$ cat src/hw/rtl/nfass_pkg.sv
`timescale 1ns / 1ps
`default_nettype none
// ----------------------------------------------------------------------------
// nfass_pkg: shared types and constants of the nfa state set stepper
// Field widths, command and register codes, and the control/status bundles
// that join the controller and the datapath.
// ----------------------------------------------------------------------------
package nfass_pkg;

  // default sizing of the automaton
  localparam int DEF_NUM_STATES    = 16;
  localparam int DEF_ALPHABET_SIZE = 16;

  // fixed port widths
  localparam int CMD_W       = 2;
  localparam int SYM_W       = 4;
  localparam int STATE_IDX_W = 4;
  localparam int MASK_W      = 16;
  localparam int CFG_IDX_W   = 1;
  localparam int CFG_DATA_W  = 16;

  // widest supported state set, used for explicit zero extension
  localparam int SET_EXT_W = 64;

  // request commands
  localparam logic [CMD_W-1:0] CMD_WRITE   = 2'd0;
  localparam logic [CMD_W-1:0] CMD_RESTART = 2'd1;
  localparam logic [CMD_W-1:0] CMD_STEP    = 2'd2;

  // configuration register indexes
  localparam logic [CFG_IDX_W-1:0] CFG_INITIAL_STATE = 1'd0;
  localparam logic [CFG_IDX_W-1:0] CFG_ACCEPT_MASK   = 1'd1;

  // commands from controller to datapath
  typedef struct packed {
    logic clear_wr;
    logic load;
    logic row_wr;
    logic restart;
    logic scan_init;
    logic close_init;
    logic scan;
    logic commit;
    logic out_load;
  } dp_ctl_t;

  // status from datapath to controller
  typedef struct packed {
    logic clr_last;
    logic scan_done;
  } dp_sts_t;

endpackage
`default_nettype wire

$ cat src/hw/rtl/nfass_ctrl.sv
`timescale 1ns / 1ps
`default_nettype none
// ----------------------------------------------------------------------------
// nfass_ctrl: controller of the nfa state set stepper
// Sequences the clearing sweep, request decode, symbol and epsilon scans and
// the result handshake.
// ----------------------------------------------------------------------------
module nfass_ctrl (
  input  logic                        clk,
  input  logic                        rst_n,
  input  logic                        in_valid,
  output logic                        in_ready,
  input  logic [nfass_pkg::CMD_W-1:0] in_command,
  output logic                        out_valid,
  input  logic                        out_ready,
  output nfass_pkg::dp_ctl_t          ctl,
  input  nfass_pkg::dp_sts_t          sts
);
  import nfass_pkg::*;

  localparam logic [2:0] ST_CLEAR   = 3'd0;
  localparam logic [2:0] ST_IDLE    = 3'd1;
  localparam logic [2:0] ST_WRITE   = 3'd2;
  localparam logic [2:0] ST_RESTART = 3'd3;
  localparam logic [2:0] ST_STEP    = 3'd4;
  localparam logic [2:0] ST_GATHER  = 3'd5;
  localparam logic [2:0] ST_CLOSE   = 3'd6;
  localparam logic [2:0] ST_FINISH  = 3'd7;

  logic [2:0] state_r, state_nxt;
  logic       out_valid_r, out_valid_nxt;
  logic       out_free;

  assign out_free = !out_valid_r || out_ready;

  // next state and datapath commands
  always_comb begin
    ctl           = '0;
    state_nxt     = state_r;
    out_valid_nxt = out_valid_r & ~out_ready;
    in_ready      = (state_r == ST_IDLE);
    case (state_r)
      ST_CLEAR: begin
        ctl.clear_wr = 1'b1;
        if (sts.clr_last) begin
          state_nxt = ST_IDLE;
        end
      end
      ST_IDLE: begin
        if (in_valid) begin
          ctl.load = 1'b1;
          case (in_command)
            CMD_WRITE:   state_nxt = ST_WRITE;
            CMD_RESTART: state_nxt = ST_RESTART;
            CMD_STEP:    state_nxt = ST_STEP;
            default:     state_nxt = ST_FINISH;
          endcase
        end
      end
      ST_WRITE: begin
        ctl.row_wr = 1'b1;
        state_nxt  = ST_FINISH;
      end
      ST_RESTART: begin
        ctl.restart = 1'b1;
        state_nxt   = ST_FINISH;
      end
      ST_STEP: begin
        ctl.scan_init = 1'b1;
        state_nxt     = ST_GATHER;
      end
      ST_GATHER: begin
        if (sts.scan_done) begin
          ctl.close_init = 1'b1;
          state_nxt      = ST_CLOSE;
        end else begin
          ctl.scan = 1'b1;
        end
      end
      ST_CLOSE: begin
        if (sts.scan_done) begin
          ctl.commit = 1'b1;
          state_nxt  = ST_FINISH;
        end else begin
          ctl.scan = 1'b1;
        end
      end
      ST_FINISH: begin
        if (out_free) begin
          ctl.out_load  = 1'b1;
          out_valid_nxt = 1'b1;
          state_nxt     = ST_IDLE;
        end
      end
      default: state_nxt = ST_IDLE;
    endcase
  end

  always_ff @(posedge clk) begin
    if (!rst_n) begin
      state_r     <= ST_CLEAR;
      out_valid_r <= 1'b0;
    end else begin
      state_r     <= state_nxt;
      out_valid_r <= out_valid_nxt;
    end
  end

  assign out_valid = out_valid_r;

endmodule
`default_nettype wire

$ cat config.mk
export PLATFORM = sky130hd
export DESIGN_NAME = nfass_ctrl
export DESIGN_NICKNAME = d
export VERILOG_FILES = /design/src/hw/rtl/nfass_pkg.sv /design/src/hw/rtl/nfass_ctrl.sv
export SDC_FILE = /design/constraint.sdc
export NUM_CORES = 1
export LEC_CHECK = 0
export BUFFER_PORTS_ARGS = -buffer_cell sky130_fd_sc_hd__buf_2
export CORE_UTILIZATION = 30
export DETAILED_ROUTE_END_ITERATION = 7
export PLACE_DENSITY_LB_ADDON = 0.25
export SETUP_SLACK_MARGIN = 0.15
export SYNTH_ARGS = -nofsm -noshare
export SYNTH_HDL_FRONTEND = slang
export SYNTH_SLANG_ARGS = --single-unit
export TNS_END_PERCENT = 50
$ cat constraint.sdc
create_clock -name clk -period 2.7 [get_ports clk]
set_clock_uncertainty 0.05 [all_clocks]
set_input_delay 0.27 -clock clk [delete_from_list [all_inputs] [get_ports clk]]
set_output_delay 0.27 -clock clk [all_outputs]
set_load 0.03 [all_outputs]
# Word-level counts from Yosys, hierarchy flattened
# Index checks and enable logic that the tools add are counted.
# Widths: inputs -> output; s select.
[totals]
ff_bits = 4
in_bits = 8
output_inout_bits = 11
wordCells = 47
[classes]
n_eq_ne = 14
mux = 22
n_bitwise = 2
reduce_logical = 7
[ops]
columns = ["op", "count"]
rows = [
  ["$pmux 3 s7", 1],
  ["$mux 1", 15],
  ["$mux 3", 5],
  ["$eq 3x3->1 const B", 4],
  ["$ne 2x2->1 const B", 5],
  ["$pmux 3 s3", 1],
  ["$eq 3x2->1 const B", 2],
  ["$reduce_and 5->1", 1],
  ["$reduce_or 2->1", 2],
  ["$eq 3x1->1 const B", 1],
  ["$logic_not 3->1", 1],
  ["$eq 2x1->1 const B", 1],
  ["$eq 2x2->1 const B", 1],
  ["$logic_not 2->1", 1],
  ["$and 1x1->1", 1],
  ["$logic_not 1->1", 1],
  ["$logic_or 1x1->1", 1],
  ["$not 1->1", 1],
]

# Longest topological paths before layout
# Gate-level depths: netlist of the first run.
[depth]
depth_word = 4
depth_mapped = 5
mapped_depth_nobuf = 4

# Least setup slack after synthesis of the first run
# OpenSTA, ideal clock, no wires.
[synth_path]
path_type = "reg2out"
start = "register state_r[2]"
end = "output port ctl[7] (netlist bit)"
t_arrival_ns = 1.376
required_time_ns = 2.380
path_slack_ns = 1.004
stages_incl_launch_ff = 5
n_path_buf = 2
cell_sequence = "dfxtp_1 buf_6 buf_6 nor3_2 and2_1"
[synth_rtl]
columns = ["element", "line", "rtl"]
rows = [
  ["start: declaration", "nfass_ctrl.sv:30", "logic [2:0] state_r, state_nxt;"],
  ["start signal: assignment", "nfass_ctrl.sv:104", "state_r <= state_nxt;"],
  ["end: declaration", "nfass_ctrl.sv:16", "output nfass_pkg::dp_ctl_t ctl,"],
]

==> results.md, run 1 <==
- Crit path required time: 2.38 ns
- Final Slew Violations: 0
- P&R area growth vs syn: 20.5%
- CP Class: flop to output pin
- Buf/Inv on CP: 1
- Critical Path End Type: output pin
- Number of diodes: 0
- Top cells by area, synth: dfxtp_1, buf_6, nand2b_1, nor2b_1, nor3b_1
- Tcrit/Tclk final: around two thirds
- Fin Setup TNS: 0 ns
- DR pass1 iterations: 1
- Worst relative slew slack: 60.4%
- Wire length per cell: 9.56 um
- Largest area contributor in the netlist: dfxtp_1
- Root Buffer: clkbuf_4
- Synthesis warning total: 0
- Placed Instances: 81
- Unrepaired setup endpoints after global routing: no
- Die area: between 1500 and 2000 sq um
- Crit-path max FO: 18
- Clock Path Buffers: 2
- Asr flop ratio synth: 0%
- Status: completed
- Final setup fails: 0
- Final core occ: about two fifths
- Total grt overflow: 0
- Site row count: 13
- Resized Gates After CTS: 0
- Die W: 39.5 um
- DR vias: roughly 400
- # H-tree levels: 1
- Antenna viol nets, final: 0
- Worst-path clk slew: 0.04 ns
- Gpl congestion: around 0.74
- Residual DRC: 0
- Flops & latches, synth: 4
- CTS tree: yes
- CP max-delay cell: dfxtp_1
- Min Tclk post-route: 1.81 ns
- Syn avg cell area: 8.11 sq um
- Initial DRC Count: 0
- FMAX: ~0.55 GHz
- Post-synth EDFFs: 0
- Top FF cell, synth: dfxtp_1
- Clock insertion delay at the later pin of the skew report: ~0.23 ns
- Fill cells: around 150
- Syn Nets: 60
- Final Hold Viols: 0
- Via density: slightly below 5
- Max Cap Viol: 0
- CP peak stage delay: ~0.69 ns
- Pwr dens: between 600 and 700 nW/um^2
- Total core area: roughly 1300 sq um
- Setup Fix Bufs, Post-CTS: 0
- Die outline height: between 30 and 40 um
- First-pass GRT wire length: roughly 1.2 mm
- LEAKAGE: between 0.2 and 0.25 nW
- CTS sink count: 4
- Layout cells sized above 1: about two fifths
- Pwr Total: around 0.33 mW
- DP HPWL: between 600 and 700 um
- Detailed Route WL: ~800 um
- Final #Nets: 79
- CP top delay family: flip-flops
- CTS Buf Count: 3
- Synth Cell Area: around 420 sq um
- Netlist cell types: 28
- Peak supply drop: 197 uV
- Worst path cell trace: nand2b_1, nor3_1, buf_2
- Register area share after synthesis: about a fifth
- Tot GR Track Use: a little under an eighth
- Vias in the first global route: just over 300
- Final Non-Filler Cells: 84
- CP Launch Type: flop
- Initial antenna violation count: 0
- Worst EP arrival: 1.49 ns
- Setup ws final: a little under 0.9 ns
- Largest net degree at the start of global routing: 19
- Worst-Margin Slew: 0.594 ns
- Cell count after synthesis: 52
- Hold buffer count at cts: 0
- Ports: 19
- Starting Density: roughly a third
- PortBufs: 18
- Dpl ws: between 1 and 1.5 ns
- Post-synth top area share: between 10% and 20%
- Hold crit path type: input pin to flop
- Reg2reg setup slack: 1.32 ns
[metrics by stage]
step | area, sq um | hold WS [ns]
floorplan | 422 | 0.348
global placement | 485 | 0.481
detailed placement | 485 | 0.481
CTS | 508 | 0.243
global route | 508 | 0.260
finish | 508 | 0.243
[layout make-up]
type / count / area, sq um / area share [%]
Multi-Input combinational cell: 42 / 289 / 56.9
Timing Repair Buffer: 18 / 90.1 / 17.7
Sequential cell: 4 / 80.1 / 15.8
Clock buffer: 3 / 22.5 / 4.43
Tap cell: 15 / 18.8 / 3.69
Inverter: 2 / 7.51 / 1.48
[sequential cells by signal, indices dropped and copies added (netlist names)]
signal and flops:
state_r 3, out_valid 1
[worst register-to-register path, delay by kind of cell (launching register included)]
family	cells	cell delay, ns
flops	1	0.57
compound gates	3	0.34
simple gates	1	0.30
[power by group]
part           internal (mW)  switching [mW]  total, mW
logic                 0.0645          0.0877      0.152
clock network         0.0495          0.0216     0.0711
registers             0.0692          0.0390      0.108
total                  0.183           0.148      0.331
[kinds of logic (layout without fill, tap and decap cells)]
| family | after synthesis | count (layout) | synth area share (%) |
|---|---|---|---|
| xor gates and xnor gates | 1 | 1 | 2.08 |
| DFF | 4 | 4 | 19.0 |
| AOI/OAI and AO/OA | 13 | 13 | 23.7 |
| and+or+nand+nor | 28 | 28 | 42.7 |
| buffers and inverters | 6 | 23 | 12.5 |
[synth_stat cells (2+ instances only)]
master and number:
nor2b_1 4, inv_1 2, a31oi_1 2, dfxtp_1 4, o21ai_1 2, buf_6 4, nand2b_1 4, nor3_2 2
nor2_1 3, nor3b_1 3, and2_1 2, nand3_1 2, nor3_1 3
[layout by cell type, fill, tap and decap left out]
master,synthesis,layout
and3_1,1,1
o21ai_1,2,2
clkbuf_4,0,3
o221ai_2,1,1
nor3_2,2,2
nor2b_4,1,1
nor3b_1,3,3
nand3b_1,1,1
o221ai_1,1,1
and2_1,2,2
a31oi_1,2,2
nor2_1,3,3
inv_1,2,2
a21boi_2,1,1
a21boi_1,1,1
nand3_1,2,2
a21boi_0,1,1
nand2_1,1,1
nor3_1,3,3
a21oi_2,1,1
nand2b_1,4,4
a21o_1,1,1
xor2_1,1,1
and2b_1,1,1
o22ai_1,1,1
o21ai_0,1,1
nor2b_1,4,4
buf_2,0,18
dfxtp_1,4,4
[path summary, 6_finish.rpt]
path	startpoint	to	cells past startpoint
worst max-delay path	state_r[2]	ctl[3]	3
worst min-delay path	rst_n	out_valid	2
worst max register to register	state_r[0]	state_r[0]	4
worst min register to register	out_valid	out_valid	3
[per-layer routing]
| metal | global-route usage, % | vias to the layer above | wire length, um |
|---|---|---|---|
| met4 | 0 | 0 | 0 |
| met2 | 17.6 | 6 | 380 |
| li1 | - | 219 | - |
| met5 | 0 | - | 0 |
| met1 | 16.3 | 186 | 397 |
| met3 | 3.41 | 0 | 24 |
No activity file was read; power rests on OpenSTA's default activity.
==> inputs of run 2 (changes only) <==
--- a/config.mk
+++ b/config.mk
@@ -5,6 +5,7 @@
 export SDC_FILE = /design/constraint.sdc
 export NUM_CORES = 1
 export LEC_CHECK = 0
+export ABC_AREA = 1
 export BUFFER_PORTS_ARGS = -buffer_cell sky130_fd_sc_hd__buf_2
 export CORE_UTILIZATION = 30
 export DETAILED_ROUTE_END_ITERATION = 7
==> constraint.sdc (replaced) <==
create_clock -name clk -period 1.55 [get_ports clk]
set_clock_uncertainty 0.05 [all_clocks]
set_input_delay 0.155 -clock clk [delete_from_list [all_inputs] [get_ports clk]]
set_output_delay 0.155 -clock clk [all_outputs]
set_load 0.03 [all_outputs]
==> run 2 against run 1 <==
Compared with the run above: power rose to 3.3 times the previous value; critical path depth is 3 higher; sequential power grew 140%; register-to-register slack got worse by 1.0 ns; combinational power grew to 4.6 times the previous value; setup slack got worse by 0.67 ns; via count up 12%.
==> results.md, run 2 <==
- Initial antenna violation count: 0
- CP Class: flop to output pin
- DR pass1 iterations: 2
- Largest register FFs: 3
- First-pass GRT wire length: between 1.5 and 2 mm
- RR Endpoint: state_r[1]
- Hold buffer count at cts: 0
- Die outline height: approximately 39 um
- Clk pwr share: 12.4%
- Sw frac: between 50% and 60%
- Clock insertion delay at the later pin of the skew report: 0.24 ns
- CTS tree: yes
- Mux cell area share after synthesis: 0%
- FMAX: 0.751 GHz
- Antenna viol nets, final: 0
- Design area: between 500 and 600 sq um
- Gpl congestion: approximately 0.80
- Syn avg cell area: between 6 and 7 sq um
- Fill cells: between 100 and 150
- Area of the multi-input gates: approximately 270 sq um
- Worst r2r src: state_r[2]
- P&R area growth vs syn: 37.7%
- Hold crit path type: input pin to flop
- Met2 Resource Use GR: around a quarter
- Cell count after synthesis: 66
- # H-tree levels: 1
- Worst R2R Path Depth: 10
- Root Buffer: clkbuf_4
- Register area share after synthesis: about a fifth
- Worst EP arrival: between 1 and 1.5 ns
- Site row count: 12
- Largest Register: state_r
- DP Area: about 500 sq um
- Fin Setup TNS: 0 ns
- PortBufs: 18
- Final Slew Violations: 0
- Pwr dens: between 1500 and 2000 nW/um^2
- Max Cap Viol: 0
- Reg power frac: about a quarter
- Register area: just over 90 sq um
- Most common cell in the netlist: nand2_1
- GRT busiest layer: met2
- Peak supply drop: 905 uV
- Syn Nets: 74
- Crit path required time: 1.34 ns
- Most frequent cells in the layout: buf_2, nand2_1, inv_1, nor2_1, nor2_2
- Setup crit start: state_r[0]
- Total grt overflow: 0
- Detailed Route WL: ~980 um
- Wire length per cell: around 9.7 um
- Final Non-Filler Cells: 101
- Number of diodes: 0
- WHS: 0.115 ns
- Clock Path Buffers: 2
- Residual DRC: 0
- Asr flop ratio synth: 0%
- Simple-gate share of the synthesized area: approximately three fifths
- Capture point of the critical path: ctl[2]
- Reg2reg setup slack: approximately 0.30 ns
- Switching pwr: around 0.6 mW
- Met3 global-route usage: slightly below 9%
- Total core area: about 1200 sq um
- Worst relative slew slack: approximately nine tenths
- Commonest non-fill, non-tap cell in the layout: buf_2
- Crit-path max FO: 7
- Tcrit/Tclk final: roughly 86%
- Status: completed
- Top FF cell, synth: dfxtp_1
- Final setup fails: 0
- Largest net degree at the start of global routing: 11
- Logic pwr share: a little under two thirds
- Vias in the first global route: 397
- Ports: 19
- Worst-path clk slew: roughly 0.04 ns
- Post-Synth XOR/XNOR Area: 0%
- Starting Density: approximately a third
- Tot GR Track Use: 16.3%
- Die area: 1500 sq um
- DR vias: roughly 460
- Top cells by area, synth: dfxtp_1, nand2_1, nor2_1, inv_1, nand3_2
- Setup ws final: roughly 0.22 ns
- P_int: 0.490 mW
- Final #Nets: just under 100
- Via density: 4.56
- Layout cells sized above 1: 54.0%
- Dpl ws: 0.216 ns
- Post-synth EDFFs: 0
- Unrepaired setup endpoints after global routing: yes
- Complex-gate fraction of the synthesized area: under 10%
- Post-synth top area share: around a fifth
- Die W: between 30 and 40 um
- Synth Cell Area: 405 sq um
- CTS sink count: 4
- Placed Instances: 97
- CP Launch Type: flop
- Met1 Usage GRT: about a fifth
- LEAKAGE: approximately 0.33 nW
- DP HPWL: a little under 800 um
- Synth cell count leaders: nand2_1, nor2_1, inv_1, inv_2
- Largest area contributor in the netlist: dfxtp_1
- Flops & latches, synth: 4
- Critical Path End Type: output pin
- Initial DRC Count: 2
- Synthesis warning total: 0
- Post-synthesis adder-cell area fraction: 0%
- Final Hold Viols: 0
- Min Tclk post-route: approximately 1.3 ns
- Netlist cell types: 18
- CTS Buf Count: 3
- Worst-Margin Slew: around 0.17 ns
- Largest family of logic cells by synthesized area: simple AND/OR/NAND/NOR gates
run 2: changes by cell type after synthesis, sizes merged, moves of 3 or more:
cell / change
buf: -3
nor2: +12
nand4: +3
nor3b: -3
a21boi: -3
nand3: +5
nand2b: -4
inv: +12
nor2b: -5
nand2: +16
o21ai: -3
nor3: -4
run 2: power groups by stage:
stage | sequential [mW] | combinational (mW) | clock (mW)
after floorplan | 0.186 | 0.585 | 0
after global placement | 0.234 | 0.660 | 0
after detailed placement | 0.235 | 0.664 | 0
after CTS | 0.247 | 0.669 | 0.142
after global routing | 0.273 | 0.777 | 0.156
final | 0.263 | 0.703 | 0.137
run 2: logic make-up (layout without fill, tap and decap cells):
group | count (synthesis) | after routing
buffers and inverters | 16 | 37
DFF | 4 | 4
and+or+nand+nor | 43 | 43
AOI/OAI and AO/OA | 3 | 3
run 2: worst min path at each step:
stage	start	to	depth (start not counted)
after global routing	rst_n	state_r[2]	3
final	rst_n	state_r[2]	3
after detailed placement	rst_n	state_r[2]	3
after CTS	rst_n	state_r[2]	3
after global placement	rst_n	state_r[2]	3
after floorplan	rst_n	out_valid	1
run 2: critical path, stage by stage, from the launching register on:
cell     delay, ns
dfxtp_4       0.37
inv_4         0.08
nand3_2       0.07
nand2_2       0.09
nand2_4       0.07
inv_2         0.05
buf_4         0.14
run 2: area by class of cell:
type	instances	share of cell area, %
flip-flops and latches	4	16.4
inverters	15	10.5
repair buffers	19	18.4
clock buffers	3	4.04
multi-input cells	46	47.5
well taps	14	3.14
run 2: per-layer routing:
layer / vias to the layer above / part of all wire, %
li1: 242 / -
met1: 204 / 47
met2: 15 / 47
met3: 0 / 6.0
met4: 0 / 0
met5: - / 0
run 2: stage by stage:
step           util [%]  power [mW]
6_report           47.0        1.10
5_1_grt            47.0        1.21
4_1_cts            44.7        1.06
3_5_place_dp       42.3       0.899
3_3_place_gp       42.3       0.893
2_1_floorplan         -       0.771
run 2: repair_timing:
item	in CTS	in global routing
pin swaps	0	0
setup buffers	0	1
cloned	0	0
gates resized for setup	4	8
setup endpoints to repair	9	5
==> inputs of run 3 (changes only) <==
--- a/config.mk
+++ b/config.mk
@@ -7,8 +7,10 @@
 export LEC_CHECK = 0
 export ABC_AREA = 1
 export BUFFER_PORTS_ARGS = -buffer_cell sky130_fd_sc_hd__buf_2
-export CORE_UTILIZATION = 30
+export CORE_AREA = 2 2 39 41
 export DETAILED_ROUTE_END_ITERATION = 7
+export DIE_AREA = 0 0 41 43
+export HOLD_SLACK_MARGIN = 0.1
 export PLACE_DENSITY_LB_ADDON = 0.25
 export SETUP_SLACK_MARGIN = 0.15
 export SYNTH_ARGS = -nofsm -noshare
==> run 3 against run 2 <==
Compared with the run above: via count is 2.6% lower; power shrank 4.9%; critical path depth fell by 2; setup slack barely moved; combinational power down 6.1%; die area up 17%; global-route usage shrank 5.1 points; largest cell class unchanged; highest routed layer unchanged.
==> results.md, run 3 (synthesis gave the netlist of run 2 again) <==
- Peak supply drop: between 700 and 800 uV
- CTS sink count: 4
- P_int: between 0.4 and 0.5 mW
- Capture point of the critical path: ctl[8]
- Tcrit/Tclk final: between 80% and 90%
- Met3 WL post-DR: ~48 um
- P&R area growth vs syn: 35.2%
- Commonest non-fill, non-tap cell in the layout: buf_2
- Total core area: about 1400 sq um
- Final Hold Viols: 0
- Status: completed
- DR pass1 iterations: 2
- CTS Buf Count: 3
- Setup crit start: state_r[1]
- RR Endpoint: state_r[1]
- First-pass GRT wire length: 1.37 mm
- Critical Path End Type: output pin
- Max Cap Viol: 0
- Layout cells sized above 1: 52.3%
- FMAX: between 0.7 and 0.8 GHz
- Worst R2R Path Depth: 9
- Min Tclk post-route: 1.33 ns
- Logic pwr share: around 63%
- Reg2reg setup slack: 0.42 ns
- DR vias: approximately 450
- Routed wl met2: between 400 and 500 um
- Fin Setup TNS: 0 ns
- Die area: ~1800 sq um
- Number of diodes: 0
- Final Slew Violations: 0
- Sw frac: between 50% and 60%
- Initial antenna violation count: 0
- Unrepaired setup endpoints after global routing: yes
- Tot GR Track Use: about 11%
- Die W: 41 um
- Final #Nets: 96
- Pwr dens: around 1900 nW/um^2
- Largest Register: state_r
- Area of the multi-input gates: about 260 sq um
- Worst-Margin Slew: roughly 0.16 ns
- Most frequent cells in the layout: buf_2, nand2_1, nor2_1, inv_1
- Crit path required time: 1.34 ns
- Hold crit path type: input pin to flop
- Initial DRC Count: 4
- Clock Path Buffers: 2
- Final core occ: between 30% and 40%
- Site row count: 14
- LEAKAGE: 0.329 nW
- Wire length per cell: around 8.3 um
- Vias in the first global route: 360
- CP Launch Type: flop
- Final setup fails: 0
- Reg power frac: between 20% and 30%
- Root Buffer: clkbuf_4
- Worst r2r src: state_r[2]
- Largest register FFs: 3
- Worst-path clk slew: about 0.04 ns
- Max layer used: met3
- CTS tree: yes
- Fill cells: 159
- Worst EP arrival: between 1 and 1.5 ns
- Metal-1 WL: approximately 350 um
- Total grt overflow: 0
- Via density: 4.40
- WHS: ~0.13 ns
- Starting Density: 29.3%
- Antenna viol nets, final: 0
- DP HPWL: 731 um
- PortBufs: 18
- Clk pwr share: about an eighth
- Die outline height: roughly 43 um
- Crit-path max FO: 7
- Pwr Total: 1.05 mW
- Clock insertion delay at the later pin of the skew report: about 0.23 ns
- Detailed Route WL: 846 um
- Register area: 91.3 sq um
- Residual DRC: 0
- # H-tree levels: 1
- Worst relative slew slack: between 80% and 90%
- Ports: 19
- Gpl congestion: 0.701
- Largest net degree at the start of global routing: 11
- CP Class: flop to output pin
- Hold Crit Depth: 3
- Switching pwr: about 0.58 mW
==> run 3: changes by cell type in the layout (fill, tap and decap cells not counted) <==
cell	previous run	this run
clkbuf_4	4	3
buf_2	16	17
buf_4	2	1
nor2_2	5	4
nor2_1	9	10
==> run 3: worst max-delay path, stage by stage (launching register included) <==
cell and delay (ns):
dfxtp_4 0.36, nor2_1 0.16, inv_1 0.09, nor2_1 0.08, buf_2 0.19
==> run 3: worst min path at each step <==
stage	from	end	slack, ns
floorplan	rst_n	out_valid	0.22
global placement	rst_n	out_valid	0.37
detailed placement	rst_n	out_valid	0.37
CTS	rst_n	state_r[2]	0.13
global route	rst_n	state_r[2]	0.14
finish	rst_n	state_r[2]	0.13
==> run 3: final cells by class <==
type | count | area share (%)
repair buffers | 18 | 16.9
clock buffers | 3 | 4.11
flip-flops and latches | 4 | 16.7
multi-input cells | 46 | 47.9
well taps | 16 | 3.65
inverters | 15 | 10.7
==> run 3: layer usage <==
metal | vias up | global-route usage [%]
met2 | 12 | 18.1
met4 | 0 | 2.00
met3 | 0 | 4.71
met5 | - | 0
li1 | 241 | -
met1 | 196 | 13.2
==> run 3: what timing repair did <==
item,4_1_cts,5_1_grt
endpoints found under the hold margin,0,0
hold buffers,0,0
endpoints found under the setup margin,8,2
setup buffers,0,0
resized for setup,4,6
==> run 3: through the flow <==
step	instances	setup WS, ns	instance area, sq um
after CTS	102	0.174	533
after global placement	99	0.194	504
after detailed placement	99	0.186	504
after global routing	102	0.143	548
final	102	0.219	548
after floorplan	66	0.154	405
==> run 3: power by group through the flow <==
stage	Sequential, mW	Combinational (mW)	Clock, mW
floorplan	0.186	0.585	0
global placement	0.241	0.656	0
detailed placement	0.238	0.657	0
CTS	0.250	0.660	0.128
global route	0.282	0.732	0.135
finish	0.265	0.660	0.124
